`config.mk`:
```
export PLATFORM = sky130hd
export DESIGN_NAME = quoted_token_splitter_unit_flat
export DESIGN_NICKNAME = d
export VERILOG_FILES = /design/src/rtl/core/qts_pkg.sv /design/src/rtl/core/qts_in_if.sv /design/src/rtl/core/qts_out_if.sv /design/src/rtl/core/qts_cfg_if.sv /design/src/rtl/core/qts_cfg.sv /design/src/rtl/core/qts_scan.sv /design/src/rtl/core/qts_rbuf.sv /design/src/rtl/core/quoted_token_splitter_unit.sv /design/src/flat_wrapper.sv
export SDC_FILE = /design/constraint.sdc
export NUM_CORES = 1
export LEC_CHECK = 0
export ABC_AREA = 1
export BUFFER_PORTS_ARGS = -buffer_cell sky130_fd_sc_hd__buf_2
export CAP_MARGIN = 20
export CORE_UTILIZATION = 60
export DETAILED_ROUTE_END_ITERATION = 10
export HOLD_SLACK_MARGIN = 0.08
export PLACE_DENSITY = 0.78
export SLEW_MARGIN = 20
export SYNTH_ARGS = -nofsm -noshare
export SYNTH_HDL_FRONTEND = slang
export SYNTH_SLANG_ARGS = --single-unit
```
`constraint.sdc`:
```
create_clock -name clk -period 5.3 [get_ports clk]
set_input_delay 0.795 -clock clk [delete_from_list [all_inputs] [get_ports clk]]
set_output_delay 0.795 -clock clk [all_outputs]
set_load 0.005 [all_outputs]
```
`src/rtl/core/qts_pkg.sv`:
```
// Shared types, constants and a helper function for the quoted token splitter.
package qts_pkg;

	localparam int COUNT_BITS = 16;
	localparam int CAP_W = (COUNT_BITS > 16) ? COUNT_BITS : 16;
	localparam int QDEPTH = 4;
	localparam int QPTR_W = $clog2(QDEPTH);
	localparam int QCNT_W = $clog2(QDEPTH + 1);

	localparam logic [1:0] MODE_SPACE  = 2'd0;
	localparam logic [1:0] MODE_SEP    = 2'd1;
	localparam logic [1:0] MODE_QUOTED = 2'd2;

	typedef enum logic [1:0] {
		KIND_BYTE = 2'd0,
		KIND_EOT  = 2'd1,
		KIND_EOS  = 2'd2
	} kind_t;

	typedef enum logic [1:0] {
		PH_IDLE  = 2'd0,
		PH_PLAIN = 2'd1,
		PH_QUOTE = 2'd2
	} phase_t;

	typedef enum logic [2:0] {
		CFG_SPLIT_MODE  = 3'd0,
		CFG_SEPARATOR   = 3'd1,
		CFG_QUOTE_COUNT = 3'd2,
		CFG_QUOTE_A     = 3'd3,
		CFG_QUOTE_B     = 3'd4,
		CFG_QUOTE_C     = 3'd5,
		CFG_QUOTE_D     = 3'd6
	} cfg_idx_t;

	typedef struct packed {
		logic [1:0] split_mode;
		logic [7:0] separator_byte;
		logic [2:0] quote_count;
		logic [7:0] quote_byte_a;
		logic [7:0] quote_byte_b;
		logic [7:0] quote_byte_c;
		logic [7:0] quote_byte_d;
	} cfg_t;

	typedef struct packed {
		phase_t                  phase;
		logic [7:0]              open_quote;
		logic [COUNT_BITS-1:0]   tally;
	} state_t;

	typedef struct packed {
		kind_t       kind;
		logic [7:0]  token_byte;
		logic [15:0] token_total;
		logic        last_of_run;
	} result_t;

	function automatic logic [15:0] cap_total(input logic [COUNT_BITS-1:0] t);
		logic [CAP_W-1:0] w;
		w = CAP_W'(t);
		if (w > CAP_W'(16'hFFFF))
			return 16'hFFFF;
		return w[15:0];
	endfunction

endpackage

```
`src/rtl/core/qts_in_if.sv`:
```
// Input channel carrying one string byte or the end marker per item.
interface qts_in_if;
	logic       valid;
	logic       ready;
	logic [7:0] char_code;
	logic       end_marker;

	modport source (output valid, output char_code, output end_marker, input ready);
	modport sink (input valid, input char_code, input end_marker, output ready);
endinterface

```
`src/rtl/core/qts_out_if.sv`:
```
// Output channel carrying one token result item.
interface qts_out_if;
	logic        valid;
	logic        ready;
	logic [1:0]  item_kind;
	logic [7:0]  token_byte;
	logic [15:0] token_total;
	logic        last_of_run;

	modport source (output valid, output item_kind, output token_byte, output token_total,
		output last_of_run, input ready);
	modport sink (input valid, input item_kind, input token_byte, input token_total,
		input last_of_run, output ready);
endinterface

```
`src/rtl/core/qts_cfg_if.sv`:
```
// Configuration write channel carrying a register index and write data.
interface qts_cfg_if;
	logic       valid;
	logic       ready;
	logic [2:0] index;
	logic [7:0] data;

	modport source (output valid, output index, output data, input ready);
	modport sink (input valid, input index, input data, output ready);
endinterface

```
`src/rtl/core/qts_cfg.sv`:
```
// Configuration register file for the quoted token splitter.
module qts_cfg (
	input  logic          clk,
	input  logic          arst_n,
	qts_cfg_if.sink       cfg,
	output qts_pkg::cfg_t regs
);

	assign cfg.ready = 1'b1;

	always_ff @(posedge clk or negedge arst_n) begin
		if (!arst_n) begin
			regs.split_mode     <= qts_pkg::MODE_SPACE;
			regs.separator_byte <= 8'd44;
			regs.quote_count    <= 3'd0;
			regs.quote_byte_a   <= 8'd34;
			regs.quote_byte_b   <= 8'd39;
			regs.quote_byte_c   <= 8'd34;
			regs.quote_byte_d   <= 8'd34;
		end else if (cfg.valid && cfg.ready) begin
			case (cfg.index)
				qts_pkg::CFG_SPLIT_MODE:  regs.split_mode     <= cfg.data[1:0];
				qts_pkg::CFG_SEPARATOR:   regs.separator_byte <= cfg.data;
				qts_pkg::CFG_QUOTE_COUNT: regs.quote_count    <= cfg.data[2:0];
				qts_pkg::CFG_QUOTE_A:     regs.quote_byte_a   <= cfg.data;
				qts_pkg::CFG_QUOTE_B:     regs.quote_byte_b   <= cfg.data;
				qts_pkg::CFG_QUOTE_C:     regs.quote_byte_c   <= cfg.data;
				qts_pkg::CFG_QUOTE_D:     regs.quote_byte_d   <= cfg.data;
				default: ;
			endcase
		end
	end

endmodule

```
`src/rtl/core/qts_scan.sv`:
```
// Per-byte scan logic: classifies one item and forms its results and next state.
module qts_scan (
	input  qts_pkg::cfg_t    cfg,
	input  qts_pkg::state_t  st,
	input  logic [7:0]       char_code,
	input  logic             end_marker,
	output qts_pkg::state_t  st_next,
	output logic [1:0]       n_res,
	output qts_pkg::result_t res0,
	output qts_pkg::result_t res1
);

	logic [qts_pkg::COUNT_BITS-1:0] tally_inc;
	logic                           is_space;
	logic                           is_quote;
	logic                           is_delim;
	qts_pkg::state_t                st_ended;
	qts_pkg::result_t               r_byte;
	qts_pkg::result_t               r_eot;

	assign tally_inc = (st.tally == '1) ? st.tally
		: st.tally + qts_pkg::COUNT_BITS'(1);

	assign is_space = (char_code == 8'd32) || (char_code >= 8'd9 && char_code <= 8'd13);

	assign is_quote = (cfg.quote_count >= 3'd1 && char_code == cfg.quote_byte_a)
		|| (cfg.quote_count >= 3'd2 && char_code == cfg.quote_byte_b)
		|| (cfg.quote_count >= 3'd3 && char_code == cfg.quote_byte_c)
		|| (cfg.quote_count >= 3'd4 && char_code == cfg.quote_byte_d);

	assign is_delim = (cfg.split_mode == qts_pkg::MODE_SEP)
		? (char_code == cfg.separator_byte) : is_space;

	assign st_ended = '{phase: qts_pkg::PH_IDLE, open_quote: 8'd0, tally: tally_inc};
	assign r_byte = '{kind: qts_pkg::KIND_BYTE, token_byte: char_code,
		token_total: qts_pkg::cap_total(st.tally), last_of_run: 1'b1};
	assign r_eot = '{kind: qts_pkg::KIND_EOT, token_byte: 8'd0,
		token_total: qts_pkg::cap_total(tally_inc), last_of_run: 1'b1};

	always_comb begin
		st_next = st;
		n_res   = 2'd0;
		res0    = r_byte;
		res1    = '{kind: qts_pkg::KIND_EOS, token_byte: 8'd0,
			token_total: qts_pkg::cap_total(tally_inc), last_of_run: 1'b1};
		if (end_marker) begin
			st_next = '{phase: qts_pkg::PH_IDLE, open_quote: 8'd0, tally: '0};
			if (st.phase != qts_pkg::PH_IDLE) begin
				n_res = 2'd2;
				res0  = r_eot;
				res0.last_of_run = 1'b0;
			end else begin
				n_res = 2'd1;
				res0  = '{kind: qts_pkg::KIND_EOS, token_byte: 8'd0,
					token_total: qts_pkg::cap_total(st.tally), last_of_run: 1'b1};
			end
		end else if (cfg.split_mode == qts_pkg::MODE_QUOTED) begin
			if (st.phase == qts_pkg::PH_QUOTE) begin
				n_res = 2'd1;
				if (char_code == st.open_quote) begin
					res0    = r_eot;
					st_next = st_ended;
				end
			end else if (is_quote) begin
				st_next.phase      = qts_pkg::PH_QUOTE;
				st_next.open_quote = char_code;
			end else if (is_space) begin
				if (st.phase != qts_pkg::PH_IDLE) begin
					n_res   = 2'd1;
					res0    = r_eot;
					st_next = st_ended;
				end
			end else begin
				n_res         = 2'd1;
				st_next.phase = qts_pkg::PH_PLAIN;
			end
		end else begin
			if (is_delim) begin
				if (st.phase != qts_pkg::PH_IDLE) begin
					n_res   = 2'd1;
					res0    = r_eot;
					st_next = st_ended;
				end
			end else begin
				n_res              = 2'd1;
				st_next.phase      = qts_pkg::PH_PLAIN;
				st_next.open_quote = 8'd0;
			end
		end
	end

endmodule

```
`src/rtl/core/qts_rbuf.sv`:
```
// Small result queue that takes up to two items per cycle and sends one when the sink is ready.
module qts_rbuf (
	input  logic                       clk,
	input  logic                       arst_n,
	input  logic [1:0]                 push_n,
	input  qts_pkg::result_t           push0,
	input  qts_pkg::result_t           push1,
	output logic [qts_pkg::QCNT_W-1:0] free_slots,
	qts_out_if.source                  res
);

	qts_pkg::result_t                mem_q [qts_pkg::QDEPTH];
	logic [qts_pkg::QPTR_W-1:0]      head_q;
	logic [qts_pkg::QPTR_W-1:0]      tail_q;
	logic [qts_pkg::QCNT_W-1:0]      count_q;
	logic                            pop;
	logic [qts_pkg::QPTR_W-1:0]      tail_p1;
	qts_pkg::result_t                head_item;

	assign pop        = res.valid && res.ready;
	assign tail_p1    = tail_q + qts_pkg::QPTR_W'(1);
	assign free_slots = qts_pkg::QCNT_W'(qts_pkg::QDEPTH) - count_q
		+ qts_pkg::QCNT_W'(pop);

	assign head_item       = mem_q[head_q];
	assign res.valid       = (count_q != '0);
	assign res.item_kind   = head_item.kind;
	assign res.token_byte  = head_item.token_byte;
	assign res.token_total = head_item.token_total;
	assign res.last_of_run = head_item.last_of_run;

	always_ff @(posedge clk or negedge arst_n) begin
		if (!arst_n) begin
			head_q  <= '0;
			tail_q  <= '0;
			count_q <= '0;
		end else begin
			head_q  <= head_q + qts_pkg::QPTR_W'(pop);
			tail_q  <= tail_q + qts_pkg::QPTR_W'(push_n);
			count_q <= count_q + qts_pkg::QCNT_W'(push_n) - qts_pkg::QCNT_W'(pop);
		end
	end

	always_ff @(posedge clk) begin
		if (push_n != 2'd0)
			mem_q[tail_q] <= push0;
		if (push_n == 2'd2)
			mem_q[tail_p1] <= push1;
	end

endmodule

```
`src/rtl/core/quoted_token_splitter_unit.sv`:
```
// Top level of the quoted token splitter.
// An accepted item is registered, then its results are written to the queue that offers them.
// Throughput: one input item per cycle; an end item that closes a token makes two results,
// and the input stalls only when the four-entry result queue has no room for the results.
// Reset: arst_n clears the scan state, the queue and the configuration to its defaults.
module quoted_token_splitter_unit (
	input  logic      clk,
	input  logic      arst_n,
	qts_in_if.sink    chars,
	qts_out_if.source tokens,
	qts_cfg_if.sink   cfg
);

	qts_pkg::cfg_t                regs;
	qts_pkg::state_t              st_q;
	qts_pkg::state_t              st_next;
	qts_pkg::result_t             res0;
	qts_pkg::result_t             res1;
	logic [1:0]                   n_res;
	logic [qts_pkg::QCNT_W-1:0]   free_slots;
	logic                         valid_s1;
	logic [7:0]                   char_s1;
	logic                         end_s1;
	logic                         fire;

	qts_cfg u_cfg (
		.clk    (clk),
		.arst_n (arst_n),
		.cfg    (cfg),
		.regs   (regs)
	);

	qts_scan u_scan (
		.cfg        (regs),
		.st         (st_q),
		.char_code  (char_s1),
		.end_marker (end_s1),
		.st_next    (st_next),
		.n_res      (n_res),
		.res0       (res0),
		.res1       (res1)
	);

	qts_rbuf u_rbuf (
		.clk        (clk),
		.arst_n     (arst_n),
		.push_n     (fire ? n_res : 2'd0),
		.push0      (res0),
		.push1      (res1),
		.free_slots (free_slots),
		.res        (tokens)
	);

	assign fire        = valid_s1 && (qts_pkg::QCNT_W'(n_res) <= free_slots);
	assign chars.ready = !valid_s1 || fire;

	always_ff @(posedge clk or negedge arst_n) begin
		if (!arst_n) begin
			valid_s1 <= 1'b0;
			st_q     <= '{phase: qts_pkg::PH_IDLE, open_quote: 8'd0, tally: '0};
		end else begin
			if (chars.valid && chars.ready)
				valid_s1 <= 1'b1;
			else if (fire)
				valid_s1 <= 1'b0;
			if (fire)
				st_q <= st_next;
		end
	end

	always_ff @(posedge clk) begin
		if (chars.valid && chars.ready) begin
			char_s1 <= chars.char_code;
			end_s1  <= chars.end_marker;
		end
	end

`ifndef SYNTH
	a_free_bound: assert property (@(posedge clk) disable iff (!arst_n)
		free_slots <= qts_pkg::QCNT_W'(qts_pkg::QDEPTH))
		else $error("Result queue reports more free slots than it has.");

	a_eos_clears: assert property (@(posedge clk) disable iff (!arst_n)
		(fire && end_s1) |=> (st_q.phase == qts_pkg::PH_IDLE && st_q.tally == '0))
		else $error("Scan state not cleared after the end of a string.");

	a_two_only_at_end: assert property (@(posedge clk) disable iff (!arst_n)
		(fire && n_res == 2'd2) |-> end_s1)
		else $error("Two results made by an item that does not end the string.");
`endif

endmodule
```
`src/flat_wrapper.sv`:
```
// flat-port wrapper written by rule: the top's interface ports become plain ports
module quoted_token_splitter_unit_flat 
  (clk, arst_n, chars_valid, chars_char_code, chars_end_marker, chars_ready, tokens_valid, tokens_item_kind, tokens_token_byte, tokens_token_total, tokens_last_of_run, tokens_ready, cfg_valid, cfg_index, cfg_data, cfg_ready);
  qts_in_if chars_i ();
  qts_out_if tokens_i ();
  qts_cfg_if cfg_i ();
  input  logic clk;
  input  logic arst_n;
  input wire logic [$bits(chars_i.valid)-1:0] chars_valid;
  input wire logic [$bits(chars_i.char_code)-1:0] chars_char_code;
  input wire logic [$bits(chars_i.end_marker)-1:0] chars_end_marker;
  output wire logic [$bits(chars_i.ready)-1:0] chars_ready;
  output wire logic [$bits(tokens_i.valid)-1:0] tokens_valid;
  output wire logic [$bits(tokens_i.item_kind)-1:0] tokens_item_kind;
  output wire logic [$bits(tokens_i.token_byte)-1:0] tokens_token_byte;
  output wire logic [$bits(tokens_i.token_total)-1:0] tokens_token_total;
  output wire logic [$bits(tokens_i.last_of_run)-1:0] tokens_last_of_run;
  input wire logic [$bits(tokens_i.ready)-1:0] tokens_ready;
  input wire logic [$bits(cfg_i.valid)-1:0] cfg_valid;
  input wire logic [$bits(cfg_i.index)-1:0] cfg_index;
  input wire logic [$bits(cfg_i.data)-1:0] cfg_data;
  output wire logic [$bits(cfg_i.ready)-1:0] cfg_ready;
  assign chars_i.valid = chars_valid;
  assign chars_i.char_code = chars_char_code;
  assign chars_i.end_marker = chars_end_marker;
  assign chars_ready = chars_i.ready;
  assign tokens_valid = tokens_i.valid;
  assign tokens_item_kind = tokens_i.item_kind;
  assign tokens_token_byte = tokens_i.token_byte;
  assign tokens_token_total = tokens_i.token_total;
  assign tokens_last_of_run = tokens_i.last_of_run;
  assign tokens_i.ready = tokens_ready;
  assign cfg_i.valid = cfg_valid;
  assign cfg_i.index = cfg_index;
  assign cfg_i.data = cfg_data;
  assign cfg_ready = cfg_i.ready;
  quoted_token_splitter_unit u_core (.clk(clk), .arst_n(arst_n), .chars(chars_i), .tokens(tokens_i), .cfg(cfg_i));
endmodule
```
==> reports/summary.txt <==
Flop pwr share - 33.9%
Fin. max-slew vios - 0
Crit path from - u_core.char_s1[5]$_DFFE_PP_
GR Util All Layers - 34.07%
Post-CTS setup buffer count - 0
Core area - 18,960 um2
Hold WS - 0.3919 ns
WP data required - 5.60 ns
Setup-failing EPs final - 0
Final nets - 1,659
Diode count - 0
LEAKAGE - 5.847 nW
Status - finished, final reports clean
Crit path kind - reg2reg
Peak supply drop - 359.1 uV
Post-synth EDFFs - 73
Ratio of cells with drive above 1 in the final layout - 11.06%
Final Hold Vio Count - 0
Period utilisation layout - 80.75%
Initial antenna violation count - 0
Number of cells upsized or downsized after cts - 0
Clock skew - 0.008594 ns
Synth Register Bits - 196
YS warnings - 0
HP Class - in2async
Combinational share of power - 49.3%
IO Pins - 55
Dominant cells by area after synthesis - edfxtp_1, nand2_1, dfrtp_1, nand3_1, dfxtp_1
Most used flip-flop cell after synthesis - edfxtp_1
Async set-reset flop share out of synthesis - 40.31%
Row count - 50
Min Tclk post-route - 4.280 ns
Gr ovfl total - 0
Max-cap violations - 0
Clk Latency, worst-skew pair - 0.45 ns
RSZ-0062 raised after global routing - false
Critical-path maximum fanout - 70
Clock power frac - 16.8%
CTS Buf Count - 17
Mapped Nets - 1,659
Avg Synthesized Cell Area - 7.258 um2
Hold buffers post-CTS - 0
Initial Util - 62.15%
First-pass GRT wire length - 52.92 mm
DIE AREA - 20,200 um2
Switching fraction of total power - 47.86%
Synthesized area - 11,780 um2
Slew headroom - 31.80%
Pre-Repair DR Iteration Count - 5
Crit path capture type - flop
Die X - 142.1 um
CTS clk-pin slew, worst paths - 0.07 ns
Final setup TNS - 0 ns
Fmax - 0.2337 GHz
Post-route DRC - 0
Chip height - 142.1 um
Detailed Route WL - 33.24 mm
Post-Syn Instances - 1,623
Port bufs - 53
Non-Filler Instances - 1,896
Distinct cells, synth - 41
CTS tree - yes
Vias in the first global route - 9,892
Final GP Congestion - 0.9204
PD cells - 611.7 nW/um2
Top cell type's share of synthesized area - 18.61%
Drt initial violations - 1,331
Clk buf depth - 2
Area grow syn2layout - 6.893%
Root Buffer - clkbuf_16
Pin count of the biggest net entering global routing - 80
H-Tree Depth - 4
Area leader, netlist - edfxtp_1
Place WS - 1.051 ns
Startpoint types - flop
Placed Cells - 1,864
Vias - 11,060
Via density per instance - 5.834
WP data arrival - 4.58 ns
Final setup margin - 1.020 ns
Net switching power - 3.686 mW
Pint - 4.016 mW
Antenna Nets Post-Route - 0
Reg2reg start - u_core.char_s1[5]$_DFFE_PP_
Wire per inst - 17.53 um
TritonCTS Sinks - 196
Fillers - 1,673
Seq/Total Area, Yosys - 43.01%
HPWL after DPL - 22.18 mm
Worst-Margin Slew - 1.022 ns
Post-layout util - 66.43%
path summary, 6_finish.rpt:
check	end	slack, ns	cells after the start
worst max-delay path	u_core.u_rbuf.mem_q[3][4]$_DFFE_PP_	1.02	20
worst min-delay path	u_core.u_cfg.regs[27]$_DFFE_PN0P_	0.39	1
worst max register to register	u_core.u_rbuf.mem_q[3][4]$_DFFE_PP_	1.02	20
worst min register to register	u_core.u_rbuf.mem_q[1][0]$_SDFFE_PP1P_	0.46	2
max in group asynchronous	u_core.st_q[4]$_DFFE_PN0P_	4.41	1
min in group clk	u_core.u_rbuf.mem_q[1][0]$_SDFFE_PP1P_	0.46	2
kinds of logic (layout without fill, tap and decap cells):
| family | count (synthesis) | in the layout | share of synthesized area, % |
|---|---|---|---|
| AND/OR/NAND/NOR | 877 | 877 | 31.53 |
| AO/OA/AOI/OAI | 280 | 280 | 13.41 |
| buffers and inverters | 231 | 244 | 8.773 |
| flip-flops | 196 | 196 | 43.01 |
| XOR/XNOR | 27 | 27 | 2.007 |
| adder cells (fa/ha/maj) | 11 | 11 | 1.232 |
| other | 1 | 1 | 0.03183 |
per-stage QoR:
step	instance area (um2)	power [mW]
final	12590	7.702
after global routing	12590	8.225
after CTS	12590	7.631
after detailed placement	12020	6.344
after global placement	12020	6.255
after floorplan	11780	5.322
power by group through the flow:
stage	Combinational [mW]	Clock [mW]	Sequential, mW
floorplan	2.86	0	2.47
global placement	3.64	0	2.62
detailed placement	3.72	0	2.63
CTS	3.73	1.30	2.60
global route	4.21	1.35	2.67
finish	3.80	1.29	2.61
registers in the layout, summed over array words and instances (netlist names):
signal,count
u_core.valid_s1,1
u_core.u_rbuf.mem_q,108
u_core.end_s1,1
u_core.u_rbuf.count_q,3
u_core.u_rbuf.head_q,2
u_core.u_cfg.regs,45
u_core.char_s1,8
u_core.st_q,26
u_core.u_rbuf.tail_q,2
cell type report:
type	instances	area [um2]	share of cell area [%]
Clock buffer	17	425.4	3.378
Multi-Input combinational cell	1196	5693	45.21
Tap cell	260	325.3	2.583
Inverter	141	535.5	4.253
Clock inverter	15	140.1	1.113
Sequential cell	196	5066	40.23
Timing Repair Buffer	71	406.6	3.229
critical path, cell delays in order (launching register included):
cell and delay (ns):
edfxtp_1 0.66, inv_2 0.11, a21oi_1 0.16, nor2_1 0.08, nand4_1 0.13, nand2_2 0.33, a21oi_1 0.25, nand2_1 0.07
nand2_1 0.08, inv_1 0.05, ha_1 0.27, a21oi_1 0.07, o211ai_1 0.07, and2_1 0.22, inv_1 0.10, nor2_4 0.15
inv_1 0.12, nand2_4 0.23, buf_4 0.60, nand3_1 0.17, nand2_1 0.15
per-layer routing:
| layer | share of wire [%] | vias to the layer above | track usage, % | wire length, um |
|---|---|---|---|---|
| met5 | 0 | - | 0 | 0 |
| met4 | 1.5 | 0 | 8.998 | 513 |
| met3 | 9.5 | 56 | 6.898 | 3172 |
| met2 | 44 | 558 | 52.40 | 14770 |
| met1 | 44 | 5121 | 49.02 | 14780 |
| li1 | - | 5326 | - | - |
synth_stat cells, types with 12 or more instances:
cell type	count
nand2_1	489
nand3_1	178
nor2_1	161
o21ai_0	137
inv_1	124
edfxtp_1	73
dfrtp_1	66
a21oi_1	52
dfxtp_1	44
clkbuf_1	39
o22ai_1	38
o211ai_1	25
buf_2	20
o21ai_2	17
xor2_1	15
buf_4	14
dfstp_2	13
xnor2_1	12
placed cells by master (no fill, tap or decap), drive strengths merged:
cell / netlist / routed
nor3: 5 / 5
buf: 49 / 71
clkinv: 5 / 8
bufinv: 0 / 1
nand3: 183 / 183
a21oi: 52 / 52
o21ai: 163 / 163
o2111ai: 1 / 1
dfrtp: 66 / 66
o211ai: 25 / 25
dfxtp: 44 / 44
conb: 1 / 1
xor2: 15 / 15
nor2: 173 / 173
and2: 4 / 4
clkbuf: 41 / 17
o22ai: 38 / 38
nand2: 504 / 504
ha: 10 / 10
a31oi: 1 / 1
edfxtp: 73 / 73
fa: 1 / 1
xnor2: 12 / 12
clkinvlp: 0 / 3
inv: 136 / 144
nand4: 8 / 8
dfstp: 13 / 13
No activity file was read; power rests on OpenSTA's default activity.
